<file path="src/sv/spmc_pkg.sv">
// Shared types, widths and register indexes of the stream pattern matcher.
`timescale 1ns / 1ps
`default_nettype none

package spmc_pkg;

    localparam int PATTERN_MAX_DEF = 16;
    localparam int BYTE_W          = 8;
    localparam int PAT_WORD_W      = 64;
    localparam int PAT_LEN_W       = 5;
    localparam int CTX_LEN_W       = 10;
    localparam int POS_W           = 32;
    localparam int CFG_INDEX_W     = 3;
    localparam int CFG_DATA_W      = 64;
    localparam int QUEUE_DEPTH     = 2;

    // configuration register indexes
    localparam logic [CFG_INDEX_W-1:0] CFG_PAT_LOW     = 3'd0;
    localparam logic [CFG_INDEX_W-1:0] CFG_PAT_HIGH    = 3'd1;
    localparam logic [CFG_INDEX_W-1:0] CFG_PAT_LENGTH  = 3'd2;
    localparam logic [CFG_INDEX_W-1:0] CFG_BEFORE_LEN  = 3'd3;
    localparam logic [CFG_INDEX_W-1:0] CFG_AFTER_LEN   = 3'd4;

    // one found match, handed from the front to the back through the queue
    typedef struct packed {
        logic [POS_W-1:0]     match_start;
        logic [PAT_LEN_W-1:0] match_len;
    } spmc_hit_t;

    // context window settings used by the back
    typedef struct packed {
        logic [CTX_LEN_W-1:0] before_length;
        logic [CTX_LEN_W-1:0] after_length;
    } spmc_ctx_cfg_t;

    // queue head as seen by the back
    typedef struct packed {
        logic      valid;
        spmc_hit_t entry;
    } spmc_q_head_t;

endpackage

`default_nettype wire

</file>
<file path="src/sv/spmc_stream_if.sv">
// Stream interfaces for the input bytes and the match results.
`timescale 1ns / 1ps
`default_nettype none

interface spmc_in_if;
    logic                          valid;
    logic                          ready;
    logic [spmc_pkg::BYTE_W-1:0]   data_byte;
    logic                          stream_restart;

    modport source (output valid, output data_byte, output stream_restart, input ready);
    modport sink   (input valid, input data_byte, input stream_restart, output ready);
endinterface

interface spmc_out_if;
    logic                            valid;
    logic                            ready;
    logic [spmc_pkg::POS_W-1:0]      match_start;
    logic [spmc_pkg::POS_W-1:0]      context_start;
    logic [spmc_pkg::CTX_LEN_W-1:0]  before_count;
    logic [spmc_pkg::POS_W-1:0]      context_end;

    modport source (output valid, output match_start, output context_start,
                    output before_count, output context_end, input ready);
    modport sink   (input valid, input match_start, input context_start,
                    input before_count, input context_end, output ready);
endinterface

`default_nettype wire

</file>
<file path="src/sv/spmc_front.sv">
// Front: takes bytes, keeps history and position, compares against the pattern.
`timescale 1ns / 1ps
`default_nettype none

module spmc_front #(
    parameter int  PATTERN_MAX = spmc_pkg::PATTERN_MAX_DEF,
    localparam int LEN_W       = $clog2(PATTERN_MAX + 1)
) (
    input  wire logic                               clk,
    input  wire logic                               rst_n,
    spmc_in_if.sink                                 data_ch,
    input  wire logic [2*spmc_pkg::PAT_WORD_W-1:0]  pattern_bytes,
    input  wire logic [LEN_W-1:0]                   pattern_len,
    input  wire logic                               queue_full,
    output logic                                    push,
    output spmc_pkg::spmc_hit_t                     push_entry
);
    import spmc_pkg::*;

    localparam int IDX_W = (PATTERN_MAX > 1) ? $clog2(PATTERN_MAX) : 1;

    logic [BYTE_W-1:0]      hist_reg  [PATTERN_MAX];
    logic [BYTE_W-1:0]      hist_next [PATTERN_MAX];
    logic [LEN_W-1:0]       seen_reg;
    logic [LEN_W-1:0]       seen_next;
    logic [POS_W-1:0]       pos_reg;
    logic [POS_W-1:0]       pos_next;
    logic [LEN_W-1:0]       seen_base;
    logic [POS_W-1:0]       offset;
    logic [PATTERN_MAX-1:0] byte_ok;
    logic                   accept;
    logic                   hit;

    assign data_ch.ready = !queue_full;
    assign accept        = data_ch.valid && data_ch.ready;

    // restart clears history, count and position before the byte goes in
    always_comb
    begin
        hist_next[0] = data_ch.data_byte;
        for (int i = 1; i < PATTERN_MAX; i++)
        begin
            hist_next[i] = data_ch.stream_restart ? '0 : hist_reg[i-1];
        end
        seen_base = data_ch.stream_restart ? '0 : seen_reg;
        seen_next = (seen_base < LEN_W'(PATTERN_MAX)) ? seen_base + 1'b1 : seen_base;
        offset    = data_ch.stream_restart ? '0 : pos_reg;
        pos_next  = (&offset) ? offset : offset + 1'b1;
    end

    // pattern byte k lines up with history entry len-1-k
    always_comb
    begin
        for (int k = 0; k < PATTERN_MAX; k++)
        begin
            logic [IDX_W-1:0] idx;
            idx = IDX_W'(pattern_len - LEN_W'(1) - LEN_W'(k));
            byte_ok[k] = (LEN_W'(k) >= pattern_len)
                      || (pattern_bytes[k*BYTE_W +: BYTE_W] == hist_next[idx]);
        end
        hit = (pattern_len != '0) && (seen_next >= pattern_len) && (&byte_ok);
    end

    assign push                   = accept && hit;
    assign push_entry.match_start = offset - (POS_W'(pattern_len) - POS_W'(1));
    assign push_entry.match_len   = PAT_LEN_W'(pattern_len);

    always_ff @(posedge clk or negedge rst_n)
    begin
        if (!rst_n)
        begin
            for (int i = 0; i < PATTERN_MAX; i++)
            begin
                hist_reg[i] <= '0;
            end
            seen_reg <= '0;
            pos_reg  <= '0;
        end
        else if (accept)
        begin
            for (int i = 0; i < PATTERN_MAX; i++)
            begin
                hist_reg[i] <= hist_next[i];
            end
            seen_reg <= seen_next;
            pos_reg  <= pos_next;
        end
    end

endmodule

`default_nettype wire

</file>
<file path="src/sv/spmc_queue.sv">
// Short queue of found matches between front and back.
`timescale 1ns / 1ps
`default_nettype none

module spmc_queue (
    input  wire logic                   clk,
    input  wire logic                   rst_n,
    input  wire logic                   push,
    input  wire spmc_pkg::spmc_hit_t    push_entry,
    input  wire logic                   pop,
    output logic                        full,
    output spmc_pkg::spmc_q_head_t      head
);
    import spmc_pkg::*;

    localparam int PTR_W = $clog2(QUEUE_DEPTH);
    localparam int CNT_W = $clog2(QUEUE_DEPTH + 1);

    spmc_hit_t          slot_reg [QUEUE_DEPTH];
    logic [PTR_W-1:0]   wr_ptr_reg;
    logic [PTR_W-1:0]   rd_ptr_reg;
    logic [CNT_W-1:0]   count_reg;
    logic [CNT_W-1:0]   count_next;

    assign full       = (count_reg == CNT_W'(QUEUE_DEPTH));
    assign head.valid = (count_reg != '0);
    assign head.entry = slot_reg[rd_ptr_reg];

    always_comb
    begin
        count_next = count_reg;
        if (push && !pop)
        begin
            count_next = count_reg + 1'b1;
        end
        else if (pop && !push)
        begin
            count_next = count_reg - 1'b1;
        end
    end

    always_ff @(posedge clk)
    begin
        if (push)
        begin
            slot_reg[wr_ptr_reg] <= push_entry;
        end
    end

    always_ff @(posedge clk or negedge rst_n)
    begin
        if (!rst_n)
        begin
            wr_ptr_reg <= '0;
            rd_ptr_reg <= '0;
            count_reg  <= '0;
        end
        else
        begin
            if (push)
            begin
                wr_ptr_reg <= (wr_ptr_reg == PTR_W'(QUEUE_DEPTH - 1)) ? '0 : wr_ptr_reg + 1'b1;
            end
            if (pop)
            begin
                rd_ptr_reg <= (rd_ptr_reg == PTR_W'(QUEUE_DEPTH - 1)) ? '0 : rd_ptr_reg + 1'b1;
            end
            count_reg <= count_next;
        end
    end

endmodule

`default_nettype wire

</file>
<file path="src/sv/spmc_back.sv">
// Back: turns a found match into its context window and holds the result.
`timescale 1ns / 1ps
`default_nettype none

module spmc_back (
    input  wire logic                   clk,
    input  wire logic                   rst_n,
    input  wire spmc_pkg::spmc_q_head_t head,
    input  wire spmc_pkg::spmc_ctx_cfg_t ctx_cfg,
    output logic                        pop,
    spmc_out_if.source                  match_ch
);
    import spmc_pkg::*;

    logic                   valid_reg;
    logic [POS_W-1:0]       start_reg;
    logic [POS_W-1:0]       ctx_start_reg;
    logic [CTX_LEN_W-1:0]   before_reg;
    logic [POS_W-1:0]       ctx_end_reg;
    logic [CTX_LEN_W-1:0]   before_next;
    logic [POS_W-1:0]       ctx_start_next;
    logic [POS_W:0]         end_sum;
    logic [POS_W-1:0]       ctx_end_next;

    assign pop = head.valid && (!valid_reg || match_ch.ready);

    always_comb
    begin
        before_next    = (POS_W'(ctx_cfg.before_length) < head.entry.match_start)
                       ? ctx_cfg.before_length : CTX_LEN_W'(head.entry.match_start);
        ctx_start_next = head.entry.match_start - POS_W'(before_next);
        end_sum        = (POS_W+1)'(head.entry.match_start)
                       + (POS_W+1)'(head.entry.match_len)
                       + (POS_W+1)'(ctx_cfg.after_length);
        ctx_end_next   = end_sum[POS_W] ? '1 : end_sum[POS_W-1:0];
    end

    always_ff @(posedge clk or negedge rst_n)
    begin
        if (!rst_n)
        begin
            valid_reg <= 1'b0;
        end
        else if (pop)
        begin
            valid_reg <= 1'b1;
        end
        else if (match_ch.ready)
        begin
            valid_reg <= 1'b0;
        end
    end

    always_ff @(posedge clk)
    begin
        if (pop)
        begin
            start_reg     <= head.entry.match_start;
            ctx_start_reg <= ctx_start_next;
            before_reg    <= before_next;
            ctx_end_reg   <= ctx_end_next;
        end
    end

    assign match_ch.valid         = valid_reg;
    assign match_ch.match_start   = start_reg;
    assign match_ch.context_start = ctx_start_reg;
    assign match_ch.before_count  = before_reg;
    assign match_ch.context_end   = ctx_end_reg;

endmodule

`default_nettype wire

</file>
<file path="src/sv/stream_pattern_match_context_core.sv">
// A byte that ends a match goes through the match queue into the output register.
// Throughput: one byte per cycle; the front compares the whole pattern in parallel and
// the back takes one queued match per cycle while the output is free. Input ready drops
// only while the two-entry match queue is full. Reset (rst_n low, asynchronous) clears history,
// position, byte count, queue and output valid, and returns the config registers to defaults.
`timescale 1ns / 1ps
`default_nettype none

module stream_pattern_match_context_core #(
    parameter int PATTERN_MAX = spmc_pkg::PATTERN_MAX_DEF
) (
    input  wire logic                               clk,
    input  wire logic                               rst_n,
    spmc_in_if.sink                                 data_ch,
    spmc_out_if.source                              match_ch,
    input  wire logic                               cfg_we,
    input  wire logic [spmc_pkg::CFG_INDEX_W-1:0]   cfg_index,
    input  wire logic [spmc_pkg::CFG_DATA_W-1:0]    cfg_data
);
    import spmc_pkg::*;

    localparam int LEN_W = $clog2(PATTERN_MAX + 1);

    // configuration registers
    logic [PAT_WORD_W-1:0]  pat_low_reg;
    logic [PAT_WORD_W-1:0]  pat_high_reg;
    logic [PAT_LEN_W-1:0]   pat_len_reg;
    logic [CTX_LEN_W-1:0]   before_len_reg;
    logic [CTX_LEN_W-1:0]   after_len_reg;

    logic [LEN_W-1:0]       pat_len_eff;
    spmc_ctx_cfg_t          ctx_cfg;
    logic                   q_push;
    spmc_hit_t              q_push_entry;
    logic                   q_pop;
    logic                   q_full;
    spmc_q_head_t           q_head;

    always_ff @(posedge clk or negedge rst_n)
    begin
        if (!rst_n)
        begin
            pat_low_reg    <= '0;
            pat_high_reg   <= '0;
            pat_len_reg    <= PAT_LEN_W'(1);
            before_len_reg <= '0;
            after_len_reg  <= '0;
        end
        else if (cfg_we)
        begin
            case (cfg_index)
                CFG_PAT_LOW:    pat_low_reg    <= cfg_data;
                CFG_PAT_HIGH:   pat_high_reg   <= cfg_data;
                CFG_PAT_LENGTH: pat_len_reg    <= cfg_data[PAT_LEN_W-1:0];
                CFG_BEFORE_LEN: before_len_reg <= cfg_data[CTX_LEN_W-1:0];
                CFG_AFTER_LEN:  after_len_reg  <= cfg_data[CTX_LEN_W-1:0];
                default:        ; // unused index: write dropped
            endcase
        end
    end

    // lengths beyond the history depth act as the full depth
    assign pat_len_eff = (pat_len_reg > PAT_LEN_W'(PATTERN_MAX))
                       ? LEN_W'(PATTERN_MAX) : LEN_W'(pat_len_reg);

    assign ctx_cfg.before_length = before_len_reg;
    assign ctx_cfg.after_length  = after_len_reg;

    // front: history shift, position tracking, parallel compare
    spmc_front #(
        .PATTERN_MAX (PATTERN_MAX)
    ) u_front (
        .clk           (clk),
        .rst_n         (rst_n),
        .data_ch       (data_ch),
        .pattern_bytes ({pat_high_reg, pat_low_reg}),
        .pattern_len   (pat_len_eff),
        .queue_full    (q_full),
        .push          (q_push),
        .push_entry    (q_push_entry)
    );

    // decouples front from output back-pressure
    spmc_queue u_queue (
        .clk        (clk),
        .rst_n      (rst_n),
        .push       (q_push),
        .push_entry (q_push_entry),
        .pop        (q_pop),
        .full       (q_full),
        .head       (q_head)
    );

    // back: context window math and output register
    spmc_back u_back (
        .clk      (clk),
        .rst_n    (rst_n),
        .head     (q_head),
        .ctx_cfg  (ctx_cfg),
        .pop      (q_pop),
        .match_ch (match_ch)
    );

endmodule

`default_nettype wire
</file>
<file path="src/flat_wrapper.sv">
// flat-port wrapper written by rule: the top's interface ports become plain ports
module stream_pattern_match_context_core_flat import spmc_pkg::*;
#(
    parameter int PATTERN_MAX = spmc_pkg::PATTERN_MAX_DEF
)
  (clk, rst_n, cfg_we, cfg_index, cfg_data, data_ch_valid, data_ch_data_byte, data_ch_stream_restart, data_ch_ready, match_ch_valid, match_ch_match_start, match_ch_context_start, match_ch_before_count, match_ch_context_end, match_ch_ready);
  spmc_in_if data_ch_i ();
  spmc_out_if match_ch_i ();
  input  wire logic clk;
  input  wire logic rst_n;
  input  wire logic cfg_we;
  input  wire logic [spmc_pkg::CFG_INDEX_W-1:0] cfg_index;
  input  wire logic [spmc_pkg::CFG_DATA_W-1:0] cfg_data;
  input wire logic [$bits(data_ch_i.valid)-1:0] data_ch_valid;
  input wire logic [$bits(data_ch_i.data_byte)-1:0] data_ch_data_byte;
  input wire logic [$bits(data_ch_i.stream_restart)-1:0] data_ch_stream_restart;
  output wire logic [$bits(data_ch_i.ready)-1:0] data_ch_ready;
  output wire logic [$bits(match_ch_i.valid)-1:0] match_ch_valid;
  output wire logic [$bits(match_ch_i.match_start)-1:0] match_ch_match_start;
  output wire logic [$bits(match_ch_i.context_start)-1:0] match_ch_context_start;
  output wire logic [$bits(match_ch_i.before_count)-1:0] match_ch_before_count;
  output wire logic [$bits(match_ch_i.context_end)-1:0] match_ch_context_end;
  input wire logic [$bits(match_ch_i.ready)-1:0] match_ch_ready;
  assign data_ch_i.valid = data_ch_valid;
  assign data_ch_i.data_byte = data_ch_data_byte;
  assign data_ch_i.stream_restart = data_ch_stream_restart;
  assign data_ch_ready = data_ch_i.ready;
  assign match_ch_valid = match_ch_i.valid;
  assign match_ch_match_start = match_ch_i.match_start;
  assign match_ch_context_start = match_ch_i.context_start;
  assign match_ch_before_count = match_ch_i.before_count;
  assign match_ch_context_end = match_ch_i.context_end;
  assign match_ch_i.ready = match_ch_ready;
  stream_pattern_match_context_core #(.PATTERN_MAX(PATTERN_MAX)) u_core (.clk(clk), .rst_n(rst_n), .data_ch(data_ch_i), .match_ch(match_ch_i), .cfg_we(cfg_we), .cfg_index(cfg_index), .cfg_data(cfg_data));
endmodule
</file>
<file path="config.mk">
export PLATFORM = sky130hd
export DESIGN_NAME = stream_pattern_match_context_core_flat
export DESIGN_NICKNAME = d
export VERILOG_FILES = /design/src/sv/spmc_pkg.sv /design/src/sv/spmc_stream_if.sv /design/src/sv/spmc_front.sv /design/src/sv/spmc_queue.sv /design/src/sv/spmc_back.sv /design/src/sv/stream_pattern_match_context_core.sv /design/src/flat_wrapper.sv
export SDC_FILE = /design/constraint.sdc
export NUM_CORES = 1
export LEC_CHECK = 0
export ABC_AREA = 1
export ABC_CLOCK_PERIOD_IN_PS = 6600
export BUFFER_PORTS_ARGS = -buffer_cell sky130_fd_sc_hd__buf_2
export CELL_PAD_IN_SITES_DETAIL_PLACEMENT = 1
export CELL_PAD_IN_SITES_GLOBAL_PLACEMENT = 1
export CORE_UTILIZATION = 41
export CTS_CLUSTER_DIAMETER = 40
export DETAILED_ROUTE_END_ITERATION = 10
export PLACE_DENSITY = 0.79
export SKIP_LAST_GASP = 1
export SYNTH_ARGS = -nofsm -noshare
export SYNTH_HDL_FRONTEND = slang
export SYNTH_HIERARCHICAL = 1
export SYNTH_SLANG_ARGS = --single-unit
</file>
<file path="constraint.sdc">
create_clock -name clk -period 6.6 [get_ports clk]
set_input_delay 0.33 -clock clk [delete_from_list [all_inputs] [get_ports clk]]
set_output_delay 0.33 -clock clk [all_outputs]
set_load 0.05 [all_outputs]
</file>
==> impl_metrics.json <==
{
  "outcome": "completed",
  "criticalPathCategory": "flip-flop to flip-flop",
  "grt_max_degree": 146,
  "io_buffers": 188,
  "slew_headroom_pct": 21.1,
  "netlist_instances": 4959,
  "overflow": 0,
  "fin_skew_ns": 0.0425,
  "cpPeakStageDelay_ns": 0.80,
  "finalSetupViolations": 0,
  "hp-class": "primary input to flip-flop",
  "syn_avg_cell_area_um2": 6.95,
  "grt_pass1_wl_um": 215000,
  "area_delta_synth_final_pct": 15.5,
  "io_pins": 189,
  "drt-pass1-iter-count": 6,
  "ir_drop_v": 0.000293,
  "r2r_slack_ns": 0.79,
  "cts_buffers": 90,
  "final_max_slew_viol_count": 0,
  "drcViolationCount": 0,
  "synth-simple-area-share_pct": 40.7,
  "crit_family": "simple AND/OR/NAND/NOR gates",
  "die_w_um": 292,
  "cts_buffer_depth": 3,
  "via_count": 35900,
  "gp_congestion": 1.01,
  "syn-cell-area_um2": 34500,
  "synth_top_area_share_pct": 22.8,
  "synth_compound_area_share_pct": 4.91,
  "synth_edf_count": 180,
  "period_needed_ns": 5.81,
  "clock_latency_ns": 0.66,
  "grtUsageTotal_pct": 32.7,
  "finalHoldViolations": 0,
  "yosys_most_used_dff": "dfrtp_1",
  "synth.mux.area_fraction_pct": 1.43,
  "antenna_cells": 0,
  "yosysMostFrequentCell": "nand2_1",
  "dieArea_um2": 85300,
  "grt_pass1_vias": 36700,
  "drt_wl_total_um": 140000,
  "final.setup.tns_ns": 0,
  "rr_worst_depth": 23,
  "rsz0062_at_grt": "false",
  "hold-path-endpoint": "u_core/u_front/hist_reg[125]",
  "nets": 5285,
  "crit_chain": "nor2_4, inv_4, ha_1, nand2_1, nand2_2, buf_4, nand3_1, nand2_1, nand2_2, nand3_1, nand3_1, nand2_1, nand3_1, nor2_1, nand2_1, nand2_1, nand3_1, nor2_1, nand2_1, nor2_1, inv_1, nor2_4, buf_4",
  "crit_buf_inv": 4,
  "cts_sinks": 495,
  "ys_top_cells_by_area": "dfrtp_1 (23%), nand2_1 (19%), edfxtp_1 (16%), nand3_1 (15%), inv_1 (4.5%)",
  "placementRows": 105,
  "worst_r2r_endpoint": "u_core/u_queue/slot_reg[0][20]",
  "path_clk_slew_ns": 0.06,
  "async_reset_ff_share_pct": 63.6,
  "synthAdderAreaFrac_pct": 3.13,
  "drv_cap": 0,
  "largest_register_ffs": 120,
  "yosysUniqueCellTypes": 57,
  "synth-seq-cells": 495,
  "drtIter0Drc": 3023,
  "fin_area_um2": 39800,
  "die_h_um": 292,
  "avgViaCountPerCell": 5.72,
  "h-tree-depth": 3,
  "startpoint_type": "flip-flop",
  "fmax_mhz": 172,
  "dpl_cell_area_um2": 36000,
  "cts_tree": "built",
  "drive_above_1_share_pct": 9.70,
  "cp.required_ns": 6.90,
  "antenna_found_initial": 2,
  "synth_top_family_by_area": "simple AND/OR/NAND/NOR gates",
  "drt-wirelength-per-cell_um": 22.4,
  "yosys.area_share.xor_xnor_pct": 3.05,
  "powerDensity_nw_per_um2": 455,
  "post_cts_resized": 0,
  "core_um2": 82600,
  "static-leakage-power_nw": 19.2,
  "min_from": "data_ch_data_byte[5]",
  "ys_seq_area_share_pct": 38.5,
  "start_util_pct": 41.7,
  "yosysTopAreaCell": "dfrtp_1",
  "ant_nets": 0,
  "synth_fp_nets": 5122,
  "crit_arrival_ns": 6.11,
  "synth_warnings": 6,
  "critPathMaxFanout": 41,
  "crit_slowest_cell": "dfrtp_1",
  "crit_path_frequent_cell": "nand2_1",
  "synth_commonest_cells": "nand2_1 (1744), nand3_1 (1042), inv_1 (410), dfrtp_1 (314), nor2_1 (296)",
  "cts_root_buf": "clkbuf_16",
  "cp-end-kind": "flip-flop",
  "dpl.hpwl_um": 104000,
  "tightest_slew_ns": 1.18,
  "min_path_cells": 3,
  "reg2reg_from": "u_core/pat_len_reg[4]",
  "timing.final.crit_share_pct": 88.0
}
[through the flow]
step	util (%)	setup WS, ns	hold slack [ns]	power [W]	std cells
2_1_floorplan	-	1.05	0.0344	0.0105	4959
3_3_place_gp	43.6	1.13	0.441	0.0128	6034
3_5_place_dp	43.6	0.976	0.451	0.0131	6034
4_1_cts	48.2	0.929	0.000217	0.0180	6267
5_1_grt	48.2	0.448	0.0101	0.0191	6267
6_report	48.2	0.791	0.00144	0.0181	6267
[worst register-to-register path, stage by stage, from the launching register on]
cell and delay [ns]:
dfrtp_1 0.80, nor2_4 0.11, inv_4 0.41, ha_1 0.40, nand2_1 0.15, nand2_2 0.11, buf_4 0.51, nand3_1 0.28
nand2_1 0.15, nand2_2 0.23, nand3_1 0.21, nand3_1 0.09, nand2_1 0.07, nand3_1 0.06, nor2_1 0.19, nand2_1 0.17
nand2_1 0.10, nand3_1 0.15, nor2_1 0.13, nand2_1 0.05, nor2_1 0.30, inv_1 0.13, nor2_4 0.19, buf_4 0.42
[area by class of cell]
cell class | count | area, um2
clock buffer | 113 | 2470
clock inverter | 54 | 668
fill | 10600 | 42800
inverter | 434 | 1650
multi-input combinational | 3805 | 18400
sequential | 495 | 13300
tap | 1070 | 1340
timing repair buffer | 296 | 2000
[where the power goes]
group | internal, W | leakage [nW] | total, W | switching [W]
clock network | 0.00299 | 1.52 | 0.00478 | 0.00179
registers | 0.00396 | 5.83 | 0.00437 | 0.000404
logic | 0.00235 | 11.9 | 0.00897 | 0.00663
[worst max path at each step]
stage | startpoint | to | slack (ns) | cells after the start
after detailed placement | u_core/pat_len_reg[4] | u_core/u_queue/slot_reg[0][36] | 0.98 | 23
final | u_core/pat_len_reg[4] | u_core/u_queue/slot_reg[0][20] | 0.79 | 23
after CTS | u_core/pat_len_reg[4] | u_core/u_queue/slot_reg[0][10] | 0.93 | 24
after global placement | u_core/pat_len_reg[4] | u_core/u_queue/slot_reg[0][36] | 1.13 | 23
after global routing | u_core/pat_len_reg[4] | u_core/u_queue/slot_reg[0][10] | 0.45 | 24
after floorplan | u_core/pat_len_reg[0] | u_core/u_queue/slot_reg[0][0] | 1.05 | 25
[cell families (layout without fill, tap and decap cells)]
| family | count (synthesis) | after routing |
|---|---|---|
| buffers and inverters | 659 | 897 |
| adder cells (fa/ha/maj) | 82 | 82 |
| XOR/XNOR | 116 | 116 |
| multiplexers | 37 | 37 |
| AO/OA/AOI/OAI | 314 | 314 |
| flip-flops | 495 | 495 |
| AND/OR/NAND/NOR | 3256 | 3256 |
[timing repair]
item / 4_1_cts / 5_1_grt
hold buffers: 66 / 0
setup buffers: 0 / 0
endpoints found under the hold margin: 233 / 0
[per-layer routing]
| layer | up-vias | track usage, % | part of all wire, % |
|---|---|---|---|
| met2 | 1284 | 55.0 | 48 |
| met3 | 375 | 5.08 | 6.0 |
| li1 | 16600 | - | - |
| met5 | - | 0 | 0.022 |
| met4 | 4 | 20.2 | 6.5 |
| met1 | 17600 | 39.2 | 40 |
[placed cells by master (no fill, tap or decap), drive strengths merged, types with 2 or more instances in the layout]
cell type and instances:
o21a 2, nand4 40, buf 230, nand2 1769, dlygate4sd3 66, a21oi 77, o21bai 2, nand3 1043
nor4 12, o31ai 6, clkinv 24, ha 75, mux2 37, nand3b 37, bufinv 7, a32oi 2
clkinvlp 5, nor3 46, dfrtp 314, a21o 11, fa 7, o211ai 4, o22ai 2, xor2 84
nor2 305, a21boi 3, edfxtp 180, clkbuf 113, xnor2 32, inv 452, a31oi 9, o21ai 193
Power figures use the tool's default switching activity.
